===== src/hw/rtl/bmp565_pkg.sv =====
package bmp565_pkg;

   // Result kinds.
   localparam logic [1:0] KIND_PIXEL  = 2'd0;
   localparam logic [1:0] KIND_HEADER = 2'd1;
   localparam logic [1:0] KIND_ERROR  = 2'd2;

   // Error codes.
   localparam logic [2:0] ERR_NONE        = 3'd0;
   localparam logic [2:0] ERR_TOO_SMALL   = 3'd1;
   localparam logic [2:0] ERR_SIGNATURE   = 3'd2;
   localparam logic [2:0] ERR_DEPTH       = 3'd3;
   localparam logic [2:0] ERR_COMPRESSED  = 3'd4;
   localparam logic [2:0] ERR_OFFSET_LOW  = 3'd5;

   // Header layout and limits.
   localparam logic [31:0] MIN_FILE_SIZE   = 32'd54;
   localparam logic [31:0] MIN_DATA_OFFSET = 32'd34;
   localparam logic [15:0] DEPTH_24        = 16'd24;
   localparam logic [7:0]  SIG_BYTE0       = 8'h42;
   localparam logic [7:0]  SIG_BYTE1       = 8'h4D;

   localparam logic [31:0] POS_SIG0       = 32'd0;
   localparam logic [31:0] POS_SIG1       = 32'd1;
   localparam logic [31:0] POS_OFS_FIRST  = 32'd10;
   localparam logic [31:0] POS_OFS_LAST   = 32'd13;
   localparam logic [31:0] POS_WIDTH_LO   = 32'd18;
   localparam logic [31:0] POS_WIDTH_HI   = 32'd19;
   localparam logic [31:0] POS_HEIGHT_LO  = 32'd22;
   localparam logic [31:0] POS_HEIGHT_HI  = 32'd23;
   localparam logic [31:0] POS_DEPTH_LO   = 32'd28;
   localparam logic [31:0] POS_DEPTH_HI   = 32'd29;
   localparam logic [31:0] POS_COMP_FIRST = 32'd30;
   localparam logic [31:0] POS_COMP_LAST  = 32'd33;

   typedef struct packed {
      logic [1:0]  result_kind;
      logic [2:0]  error_code;
      logic [15:0] image_width;
      logic [15:0] image_height;
      logic [15:0] bits_per_pixel;
      logic [15:0] pixel_x;
      logic [15:0] pixel_y;
      logic [15:0] color_565;
      logic [32:0] byte_address;
      logic        last_result;
   } rsp_type;

endpackage


===== src/hw/rtl/bmp24_to_rgb565_stream.sv =====
// Parses a 24-bit BMP file presented one byte per beat and returns one header beat, the
// converted RGB565 pixels with their top-down buffer addresses, or an error beat. Every
// byte is taken while req_stall is low, for a sustained rate of one byte per clock; the
// path that sets the clock is the 16x16 row-base multiply plus the address add. Results
// sit in an output register backed by one skid entry, and req_stall rises only when
// both hold a beat. Write csr_write_data (file size) before the first byte of a file.
module bmp24_to_rgb565_stream (
   input  logic        clock,
   input  logic        reset,
   input  logic        csr_write_enable,
   input  logic [31:0] csr_write_data,
   input  logic        req_valid,
   output logic        req_stall,
   input  logic [7:0]  req_file_byte,
   input  logic        req_start_of_file,
   output logic        rsp_valid,
   input  logic        rsp_stall,
   output logic [1:0]  rsp_result_kind,
   output logic [2:0]  rsp_error_code,
   output logic [15:0] rsp_image_width,
   output logic [15:0] rsp_image_height,
   output logic [15:0] rsp_bits_per_pixel,
   output logic [15:0] rsp_pixel_x,
   output logic [15:0] rsp_pixel_y,
   output logic [15:0] rsp_color_565,
   output logic [32:0] rsp_byte_address,
   output logic        rsp_last_result
);
   import bmp565_pkg::*;

   localparam logic [2:0] PH_IDLE   = 3'd0;
   localparam logic [2:0] PH_HEADER = 3'd1;
   localparam logic [2:0] PH_SKIP   = 3'd2;
   localparam logic [2:0] PH_PIXEL  = 3'd3;
   localparam logic [2:0] PH_DONE   = 3'd4;

   logic [31:0] file_size_ff;
   logic [2:0]  phase_ff, phase_in;
   logic [31:0] byte_pos_ff, byte_pos_in;
   logic [31:0] offset_ff, offset_in;
   logic [15:0] width_ff, width_in;
   logic [15:0] height_ff, height_in;
   logic [15:0] depth_ff, depth_in;
   logic        comp_nz_ff, comp_nz_in;
   logic [17:0] row_count_ff, row_count_in;
   logic [1:0]  comp_ff, comp_in;
   logic [15:0] col_ff, col_in;
   logic [15:0] dest_row_ff, dest_row_in;
   logic [15:0] pbg_ff, pbg_in;

   rsp_type     rsp_ff, skid_ff, res;
   logic        rsp_valid_ff, skid_valid_ff, res_valid;

   logic        accept, take;
   logic [31:0] pos;
   logic [2:0]  cur_phase;
   logic        pixel_step;
   logic [1:0]  ofs_idx;
   logic [17:0] data_bytes, row_size, row_next;
   logic [31:0] row_base;
   logic        pixel_last;

   assign accept = req_valid && !req_stall;
   assign take   = rsp_valid_ff && !rsp_stall;

   // Row geometry: three bytes per pixel, each row padded to a multiple of four bytes.
   assign data_bytes = {1'b0, width_ff, 1'b0} + {2'b00, width_ff};
   assign row_size   = (data_bytes + 18'd3) & ~18'd3;
   assign row_next   = row_count_ff + 18'd1;
   assign row_base   = {16'd0, dest_row_ff} * {16'd0, width_ff};
   assign pixel_last = (dest_row_ff == 16'd0) &&
                       ({1'b0, col_ff} + 17'd1 == {1'b0, width_ff});
   assign ofs_idx    = 2'(pos[1:0] - 2'd2);

   always_comb begin
      phase_in     = phase_ff;
      byte_pos_in  = byte_pos_ff;
      offset_in    = offset_ff;
      width_in     = width_ff;
      height_in    = height_ff;
      depth_in     = depth_ff;
      comp_nz_in   = comp_nz_ff;
      row_count_in = row_count_ff;
      comp_in      = comp_ff;
      col_in       = col_ff;
      dest_row_in  = dest_row_ff;
      pbg_in       = pbg_ff;
      res          = '0;
      res_valid    = 1'b0;
      pixel_step   = 1'b0;
      pos          = req_start_of_file ? 32'd0 : byte_pos_ff;
      cur_phase    = req_start_of_file ? PH_HEADER : phase_ff;

      if (accept) begin
         if (req_start_of_file) begin
            offset_in    = '0;
            width_in     = '0;
            height_in    = '0;
            depth_in     = '0;
            comp_nz_in   = 1'b0;
            row_count_in = '0;
            comp_in      = '0;
            col_in       = '0;
            dest_row_in  = '0;
            pbg_in       = '0;
            phase_in     = PH_HEADER;
         end
         byte_pos_in = (pos == '1) ? pos : pos + 32'd1;

         if (req_start_of_file && file_size_ff < MIN_FILE_SIZE) begin
            phase_in        = PH_DONE;
            res_valid       = 1'b1;
            res.result_kind = KIND_ERROR;
            res.error_code  = ERR_TOO_SMALL;
            res.last_result = 1'b1;
         end else begin
            unique case (cur_phase)
               PH_HEADER: begin
                  priority if (pos == POS_SIG0) begin
                     pbg_in = {8'd0, req_file_byte};
                  end else if (pos == POS_SIG1) begin
                     if (!(pbg_ff == {8'd0, SIG_BYTE0} && req_file_byte == SIG_BYTE1)) begin
                        phase_in        = PH_DONE;
                        res_valid       = 1'b1;
                        res.result_kind = KIND_ERROR;
                        res.error_code  = ERR_SIGNATURE;
                        res.last_result = 1'b1;
                     end
                  end else if (pos >= POS_OFS_FIRST && pos <= POS_OFS_LAST) begin
                     offset_in[{ofs_idx, 3'b000} +: 8] =
                        offset_in[{ofs_idx, 3'b000} +: 8] | req_file_byte;
                  end else if (pos == POS_WIDTH_LO) begin
                     width_in[7:0] = width_in[7:0] | req_file_byte;
                  end else if (pos == POS_WIDTH_HI) begin
                     width_in[15:8] = width_in[15:8] | req_file_byte;
                  end else if (pos == POS_HEIGHT_LO) begin
                     height_in[7:0] = height_in[7:0] | req_file_byte;
                  end else if (pos == POS_HEIGHT_HI) begin
                     height_in[15:8] = height_in[15:8] | req_file_byte;
                  end else if (pos == POS_DEPTH_LO) begin
                     depth_in = {8'd0, req_file_byte};
                  end else if (pos == POS_DEPTH_HI) begin
                     depth_in[15:8] = depth_in[15:8] | req_file_byte;
                     if (depth_in != DEPTH_24) begin
                        phase_in        = PH_DONE;
                        res_valid       = 1'b1;
                        res.result_kind = KIND_ERROR;
                        res.error_code  = ERR_DEPTH;
                        res.last_result = 1'b1;
                     end
                  end else if (pos >= POS_COMP_FIRST && pos <= POS_COMP_LAST) begin
                     if (req_file_byte != 8'd0) begin
                        comp_nz_in = 1'b1;
                     end
                     if (pos == POS_COMP_LAST) begin
                        res_valid       = 1'b1;
                        res.last_result = 1'b1;
                        priority if (comp_nz_in) begin
                           phase_in        = PH_DONE;
                           res.result_kind = KIND_ERROR;
                           res.error_code  = ERR_COMPRESSED;
                        end else if (offset_in < MIN_DATA_OFFSET) begin
                           phase_in        = PH_DONE;
                           res.result_kind = KIND_ERROR;
                           res.error_code  = ERR_OFFSET_LOW;
                        end else begin
                           res.result_kind = KIND_HEADER;
                           pbg_in          = '0;
                           row_count_in    = '0;
                           comp_in         = '0;
                           col_in          = '0;
                           if (width_in == 16'd0 || height_in == 16'd0) begin
                              phase_in = PH_DONE;
                           end else begin
                              dest_row_in     = height_in - 16'd1;
                              phase_in        = PH_SKIP;
                              res.last_result = 1'b0;
                           end
                        end
                     end
                  end else begin
                     pbg_in = pbg_in;
                  end
               end
               PH_SKIP: begin
                  if (pos >= offset_ff) begin
                     phase_in   = PH_PIXEL;
                     pixel_step = 1'b1;
                  end
               end
               PH_PIXEL: pixel_step = 1'b1;
               default: pixel_step = 1'b0;
            endcase
         end

         if (pixel_step) begin
            row_count_in = row_next;
            if (row_count_ff < data_bytes) begin
               unique case (comp_ff)
                  2'd0: begin
                     pbg_in  = {8'd0, req_file_byte};
                     comp_in = 2'd1;
                  end
                  2'd1: begin
                     pbg_in  = {req_file_byte, pbg_ff[7:0]};
                     comp_in = 2'd2;
                  end
                  2'd2: begin
                     comp_in          = 2'd0;
                     col_in           = col_ff + 16'd1;
                     res_valid        = 1'b1;
                     res.result_kind  = KIND_PIXEL;
                     res.pixel_x      = col_ff;
                     res.pixel_y      = dest_row_ff;
                     res.color_565    = {req_file_byte[7:3], pbg_ff[15:10], pbg_ff[7:3]};
                     res.byte_address = {row_base + {16'd0, col_ff}, 1'b0};
                     res.last_result  = pixel_last;
                  end
                  default: comp_in = 2'd0;
               endcase
            end
            if (res_valid && pixel_last) begin
               // The final pixel ends the file; counters are left where they were.
               phase_in     = PH_DONE;
               row_count_in = row_count_ff;
               comp_in      = comp_ff;
               col_in       = col_ff;
            end else if (row_next >= row_size) begin
               row_count_in = '0;
               comp_in      = '0;
               col_in       = '0;
               dest_row_in  = dest_row_ff - 16'd1;
            end
         end

         if (res_valid) begin
            res.image_width    = width_in;
            res.image_height   = height_in;
            res.bits_per_pixel = depth_in;
         end
      end
   end

   always_ff @(posedge clock) begin
      if (reset) begin
         file_size_ff  <= '0;
         phase_ff      <= PH_IDLE;
         byte_pos_ff   <= '0;
         offset_ff     <= '0;
         width_ff      <= '0;
         height_ff     <= '0;
         depth_ff      <= '0;
         comp_nz_ff    <= 1'b0;
         row_count_ff  <= '0;
         comp_ff       <= '0;
         col_ff        <= '0;
         dest_row_ff   <= '0;
         pbg_ff        <= '0;
         rsp_valid_ff  <= 1'b0;
         skid_valid_ff <= 1'b0;
      end else begin
         if (csr_write_enable) begin
            file_size_ff <= csr_write_data;
         end
         phase_ff     <= phase_in;
         byte_pos_ff  <= byte_pos_in;
         offset_ff    <= offset_in;
         width_ff     <= width_in;
         height_ff    <= height_in;
         depth_ff     <= depth_in;
         comp_nz_ff   <= comp_nz_in;
         row_count_ff <= row_count_in;
         comp_ff      <= comp_in;
         col_ff       <= col_in;
         dest_row_ff  <= dest_row_in;
         pbg_ff       <= pbg_in;

         // The skid entry only fills while the output register is full and stalled.
         if (skid_valid_ff) begin
            if (take) begin
               skid_valid_ff <= 1'b0;
            end
         end else if (!rsp_valid_ff || take) begin
            rsp_valid_ff <= res_valid;
         end else if (res_valid) begin
            skid_valid_ff <= 1'b1;
         end
      end
   end

   always_ff @(posedge clock) begin
      if (skid_valid_ff) begin
         if (take) begin
            rsp_ff <= skid_ff;
         end
      end else if (!rsp_valid_ff || take) begin
         rsp_ff <= res;
      end else if (res_valid) begin
         skid_ff <= res;
      end
   end

   assign req_stall          = skid_valid_ff;
   assign rsp_valid          = rsp_valid_ff;
   assign rsp_result_kind    = rsp_ff.result_kind;
   assign rsp_error_code     = rsp_ff.error_code;
   assign rsp_image_width    = rsp_ff.image_width;
   assign rsp_image_height   = rsp_ff.image_height;
   assign rsp_bits_per_pixel = rsp_ff.bits_per_pixel;
   assign rsp_pixel_x        = rsp_ff.pixel_x;
   assign rsp_pixel_y        = rsp_ff.pixel_y;
   assign rsp_color_565      = rsp_ff.color_565;
   assign rsp_byte_address   = rsp_ff.byte_address;
   assign rsp_last_result    = rsp_ff.last_result;

   a_skid_behind_output: assert property (@(posedge clock) disable iff (reset)
      skid_valid_ff |-> rsp_valid_ff)
      else $error("skid entry holds a beat while the output register is empty");

   a_error_is_last: assert property (@(posedge clock) disable iff (reset)
      (rsp_valid_ff && rsp_ff.result_kind == KIND_ERROR) |->
         (rsp_ff.error_code != ERR_NONE && rsp_ff.last_result))
      else $error("error beat without an error code or without last_result");

   a_code_only_on_error: assert property (@(posedge clock) disable iff (reset)
      (rsp_valid_ff && rsp_ff.result_kind != KIND_ERROR) |-> rsp_ff.error_code == ERR_NONE)
      else $error("error code set on a non-error beat");

   a_small_file_reports: assert property (@(posedge clock) disable iff (reset)
      (accept && req_start_of_file && file_size_ff < MIN_FILE_SIZE) |=> rsp_valid_ff)
      else $error("undersized file did not produce a result beat");

endmodule


===== config.mk =====
export PLATFORM = sky130hd
export DESIGN_NAME = bmp24_to_rgb565_stream
export DESIGN_NICKNAME = d
export VERILOG_FILES = /design/src/hw/rtl/bmp565_pkg.sv /design/src/hw/rtl/bmp24_to_rgb565_stream.sv
export SDC_FILE = /design/constraint.sdc
export NUM_CORES = 2
export LEC_CHECK = 0
export BUFFER_PORTS_ARGS = -buffer_cell sky130_fd_sc_hd__buf_2
export CAP_MARGIN = 25
export CORE_MARGIN = 3
export CORE_UTILIZATION = 61
export CTS_BUF_LIST = sky130_fd_sc_hd__clkbuf_16
export DETAILED_ROUTE_END_ITERATION = 12
export PLACE_DENSITY = 0.82
export SETUP_SLACK_MARGIN = 0.1
export SYNTH_ARGS = -nofsm -noshare
export SYNTH_HDL_FRONTEND = slang
export SYNTH_SLANG_ARGS = --single-unit

===== constraint.sdc =====
create_clock -name clock -period 16.5 [get_ports clock]
set_clock_uncertainty 0.1 [all_clocks]
set_input_delay 4.95 -clock clock [delete_from_list [all_inputs] [get_ports clock]]
set_output_delay 4.95 -clock clock [all_outputs]
set_load 0.03 [all_outputs]

==> flow_metrics.tcl <==
set metrics [dict create \
    run_status "completed" \
    drive_gt1_share_pct 9.619 \
    ir_worst_vdd_uv 96.70 \
    synth_area_in_simple_gates_pct 18.01 \
    maxUsedRoutingLayer "met5" \
    post_cts.repair.setup_buffers 0 \
    worst_pin_slew_ns 1.129 \
    ys_async_sr_fraction_pct 0 \
    seq_area_um2 12400 \
    power_frac_seq_pct 50.3 \
    number_of_nets_with_antenna_violations_after_routing 0 \
    setup.worst_path.end "skid_ff[24]" \
    finalHoldViolCount 0 \
    sum_of_negative_setup_slack_ns 0 \
    reg2reg_to "rsp_byte_address[31]" \
    initialDrtViolationCount 2677 \
    multi_input_area_um2 19530 \
    p_int_mw 1.966 \
    die_height_um 242.2 \
    fmax_mhz 107.0 \
    start_kind "primary input" \
    mappedNetlistArea_um2 34030 \
    power.leakage_nw 17.25 \
    grt_setup_unrepaired "no" \
    die-area_um2 58660 \
    horizontal_die_dimension_um 242.2 \
    start_util_pct 62.38 \
    placement_rows 85 \
    clock_pin_slew_of_the_registers_on_the_worst_case_setup_and_hold_paths_ns 0.06 \
    final_common_cell "sky130_fd_sc_hd__inv_1" \
    final_total_pwr_mw 2.536 \
    min_period_over_period_pct 56.64 \
    timing.critical_path.fanout_max 123 \
    nNetsFinal 4117 \
    worst_path_arrival_ns 9.46 \
    area_delta_synth_final_pct 9.283 \
    route.layer.met1.wl_um 36580 \
    hold_bufs_inserted_after_cts 0 \
    routed-via-count 27680 \
    postSynthRegisterBits 485 \
    final_period_minus_worst_setup_slack_ns 9.345 \
    synth.area.mux_share_pct 1.805 \
    cts_max_path_buffers 3 \
    setup_violations 0 \
    timing.max_slew.rel_slack_pct 24.60 \
    maxSlewViolCount 0 \
    synth_top_area_share_pct 23.65 \
    clk_latency_ns 0.63 \
    place_congestion 0.9550 \
    cts_tree "built" \
    synth.avg_cell_area_um2 9.490 \
    drcViolationCount 0 \
    synth-compound-area-share_pct 14.49 \
    parity_gate_share_of_the_synthesized_area_counting_xor_and_xnor_cells_pct 3.140 \
    place.detailed.hpwl_um 63760 \
    postCtsResizedCells 0 \
    yosys.area.top_type "sky130_fd_sc_hd__edfxtp_1" \
    cp-end-kind "register" \
    power.share.clock_pct 46.1 \
    core_region_area_um2 54560 \
    synthTopCellsByArea "sky130_fd_sc_hd__edfxtp_1 (24%), sky130_fd_sc_hd__dfxtp_1 (13%), sky130_fd_sc_hd__fa_1 (12%)" \
    dominantRegCellSynth "sky130_fd_sc_hd__edfxtp_1" \
    worst-endpoint-required_ns 16.62 \
    synth.lib_cells_used.distinct 95 \
    synth-warning-count 0 \
    power_frac_comb_pct 3.5 \
    reg2reg_setup_slack_ns 8.69 \
    nFillCells 4058 \
    worst_hold_path_type "register to register" \
    r2r_start "dest_row_ff[4]" \
    criticalPathCategory "primary input to register" \
    detail_route.vias_per_cell 6.233 \
    grt_pass1_wl_um 146500 \
    met2WireLength_um 41850 \
    first_global_vias 27500 \
    synth.net_count 4044 \
    synth_enable_flop_cells 268 \
    met3RoutedLength_um 9616 \
    cellPowerDensity_nw_per_um2 68.18 \
    drv.max_cap_violation_count 0 \
    ff2ff_path_depth 20 \
    drt-pass1-iter-count 7 \
    critPathLaunch "req_start_of_file" \
    globalRoute.totalOverflow 0 \
    grt_start_max_net_pins 124 \
    yosys.area_share.adder_pct 19.80 \
    cts-htree-levels 2 \
    port-buffer-count 180 \
    p_sw_uw 570.1 \
    grt_antenna_before_repair 1 \
    synth-seq-area-share_pct 36.41 \
    cts-root-buf "sky130_fd_sc_hd__clkbuf_16" \
    boundaryPins 183 \
    avgRoutedWirePerCell_um 20.64 \
    netSwitchingFraction_pct 22.48 \
    routed_wl_um 91650 \
    number_of_cells_produced_by_synthesis 3586 \
    grt_usage_pct 30.74 \
    clock_sinks 485 \
    synth_top_family_by_area "adder cells" \
    most-common-layout-cells "sky130_fd_sc_hd__inv_1 (363), sky130_fd_sc_hd__nand2_1 (351), sky130_fd_sc_hd__nor2_1 (301), sky130_fd_sc_hd__edfxtp_1 (268), sky130_fd_sc_hd__dfxtp_1 (216)" \
    cts-buffers-inserted 51 \
]
-- sequential cells by signal (all words and copies together) (netlist names), 18 cells and up --
signal            flops
rsp_byte_address     32
offset_ff            32
file_size_ff         31
byte_pos_ff          32
row_count_ff         18
skid_ff             134
-- metal layers --
layer | up-vias | global-route usage (%)
met4 | 2 | 12.11
met3 | 278 | 6.984
li1 | 12530 | -
met1 | 13350 | 41.03
met2 | 1515 | 49.00
met5 | - | 0
-- stage by stage --
step / util [%] / hold slack (ns) / area [um2] / std cells / setup WS (ns)
final: 68.17 / 0.3823 / 37190 / 4441 / 7.155
after global routing: 68.16 / 0.4010 / 37190 / 4440 / 6.909
after CTS: 68.13 / 0.3835 / 37170 / 4438 / 7.244
after detailed placement: 65.00 / 0.3649 / 35460 / 4343 / 6.622
after global placement: 64.93 / 0.3536 / 35420 / 4341 / 6.633
after floorplan: - / 0.3412 / 34030 / 3586 / 1.630
-- Yosys cell counts, types with 28 or more instances --
| library cell | instances |
|---|---|
| sky130_fd_sc_hd__edfxtp_1 | 268 |
| sky130_fd_sc_hd__xor2_1 | 36 |
| sky130_fd_sc_hd__o21ai_0 | 91 |
| sky130_fd_sc_hd__nand4_1 | 28 |
| sky130_fd_sc_hd__inv_1 | 356 |
| sky130_fd_sc_hd__and3_1 | 50 |
| sky130_fd_sc_hd__ha_1 | 201 |
| sky130_fd_sc_hd__nor2_1 | 302 |
| sky130_fd_sc_hd__nor2b_1 | 46 |
| sky130_fd_sc_hd__nor3_1 | 65 |
| sky130_fd_sc_hd__nand3_1 | 72 |
| sky130_fd_sc_hd__and2_1 | 160 |
| sky130_fd_sc_hd__a21oi_1 | 152 |
| sky130_fd_sc_hd__a22oi_1 | 68 |
| sky130_fd_sc_hd__nor4_1 | 52 |
| sky130_fd_sc_hd__mux2i_1 | 40 |
| sky130_fd_sc_hd__fa_1 | 211 |
| sky130_fd_sc_hd__xnor2_1 | 86 |
| sky130_fd_sc_hd__nand2_1 | 352 |
| sky130_fd_sc_hd__a21o_1 | 165 |
| sky130_fd_sc_hd__clkbuf_1 | 176 |
| sky130_fd_sc_hd__dfxtp_1 | 217 |
| sky130_fd_sc_hd__a22o_1 | 28 |
-- power groups by stage --
stage | Clock, mW | Combinational (mW) | Sequential (mW)
after global placement | 0 | 0.0844 | 1.30
after floorplan | 0 | 0.0547 | 1.30
after CTS | 1.18 | 0.0867 | 1.28
after global routing | 1.23 | 0.0947 | 1.28
final | 1.17 | 0.0899 | 1.28
after detailed placement | 0 | 0.0859 | 1.30
-- worst max-delay path, cell delays in order --
cell	delay [ns]
sky130_fd_sc_hd__buf_2	0.11
sky130_fd_sc_hd__buf_4	0.28
sky130_fd_sc_hd__inv_2	0.22
sky130_fd_sc_hd__nand2_1	0.22
sky130_fd_sc_hd__inv_1	0.27
sky130_fd_sc_hd__ha_1	0.35
sky130_fd_sc_hd__inv_1	0.19
sky130_fd_sc_hd__nor4b_2	0.61
sky130_fd_sc_hd__a32o_1	0.37
sky130_fd_sc_hd__o21ai_4	0.12
sky130_fd_sc_hd__nand2_1	0.20
sky130_fd_sc_hd__or2_2	0.22
sky130_fd_sc_hd__nand2_1	0.12
sky130_fd_sc_hd__nor2_4	0.48
sky130_fd_sc_hd__buf_12	0.43
-- how the worst min path moves through the flow --
stage	end	depth (start not counted)	from	slack, ns
2_1_floorplan	pbg_ff[1]	1	pbg_ff[1]	0.34
3_3_place_gp	pbg_ff[1]	1	pbg_ff[1]	0.35
3_5_place_dp	pbg_ff[0]	1	pbg_ff[0]	0.36
4_1_cts	pbg_ff[8]	1	pbg_ff[8]	0.38
5_1_grt	depth_ff[5]	2	depth_ff[5]	0.40
6_report	pbg_ff[8]	1	pbg_ff[8]	0.38
-- cell type report --
cell class / instances / share of cell area, %
Antenna cell: 1 / 0.006728
Tap cell: 739 / 2.486
Inverter: 357 / 3.603
Multi-Input combinational cell: 2538 / 52.51
Clock inverter: 41 / 0.9622
Clock buffer: 54 / 3.633
Timing Repair Buffer: 226 / 3.465
Sequential cell: 485 / 33.33
-- kinds of logic (layout without fill, tap and decap cells) --
logic type	after synthesis	after routing
fa+ha+maj	412	412
other cells	1	2
mux	51	51
simple gates	1240	1240
xor+xnor	122	122
flops	485	485
buf+inv	563	678
compound gates	712	712
(Power assumes the default switching activity.)
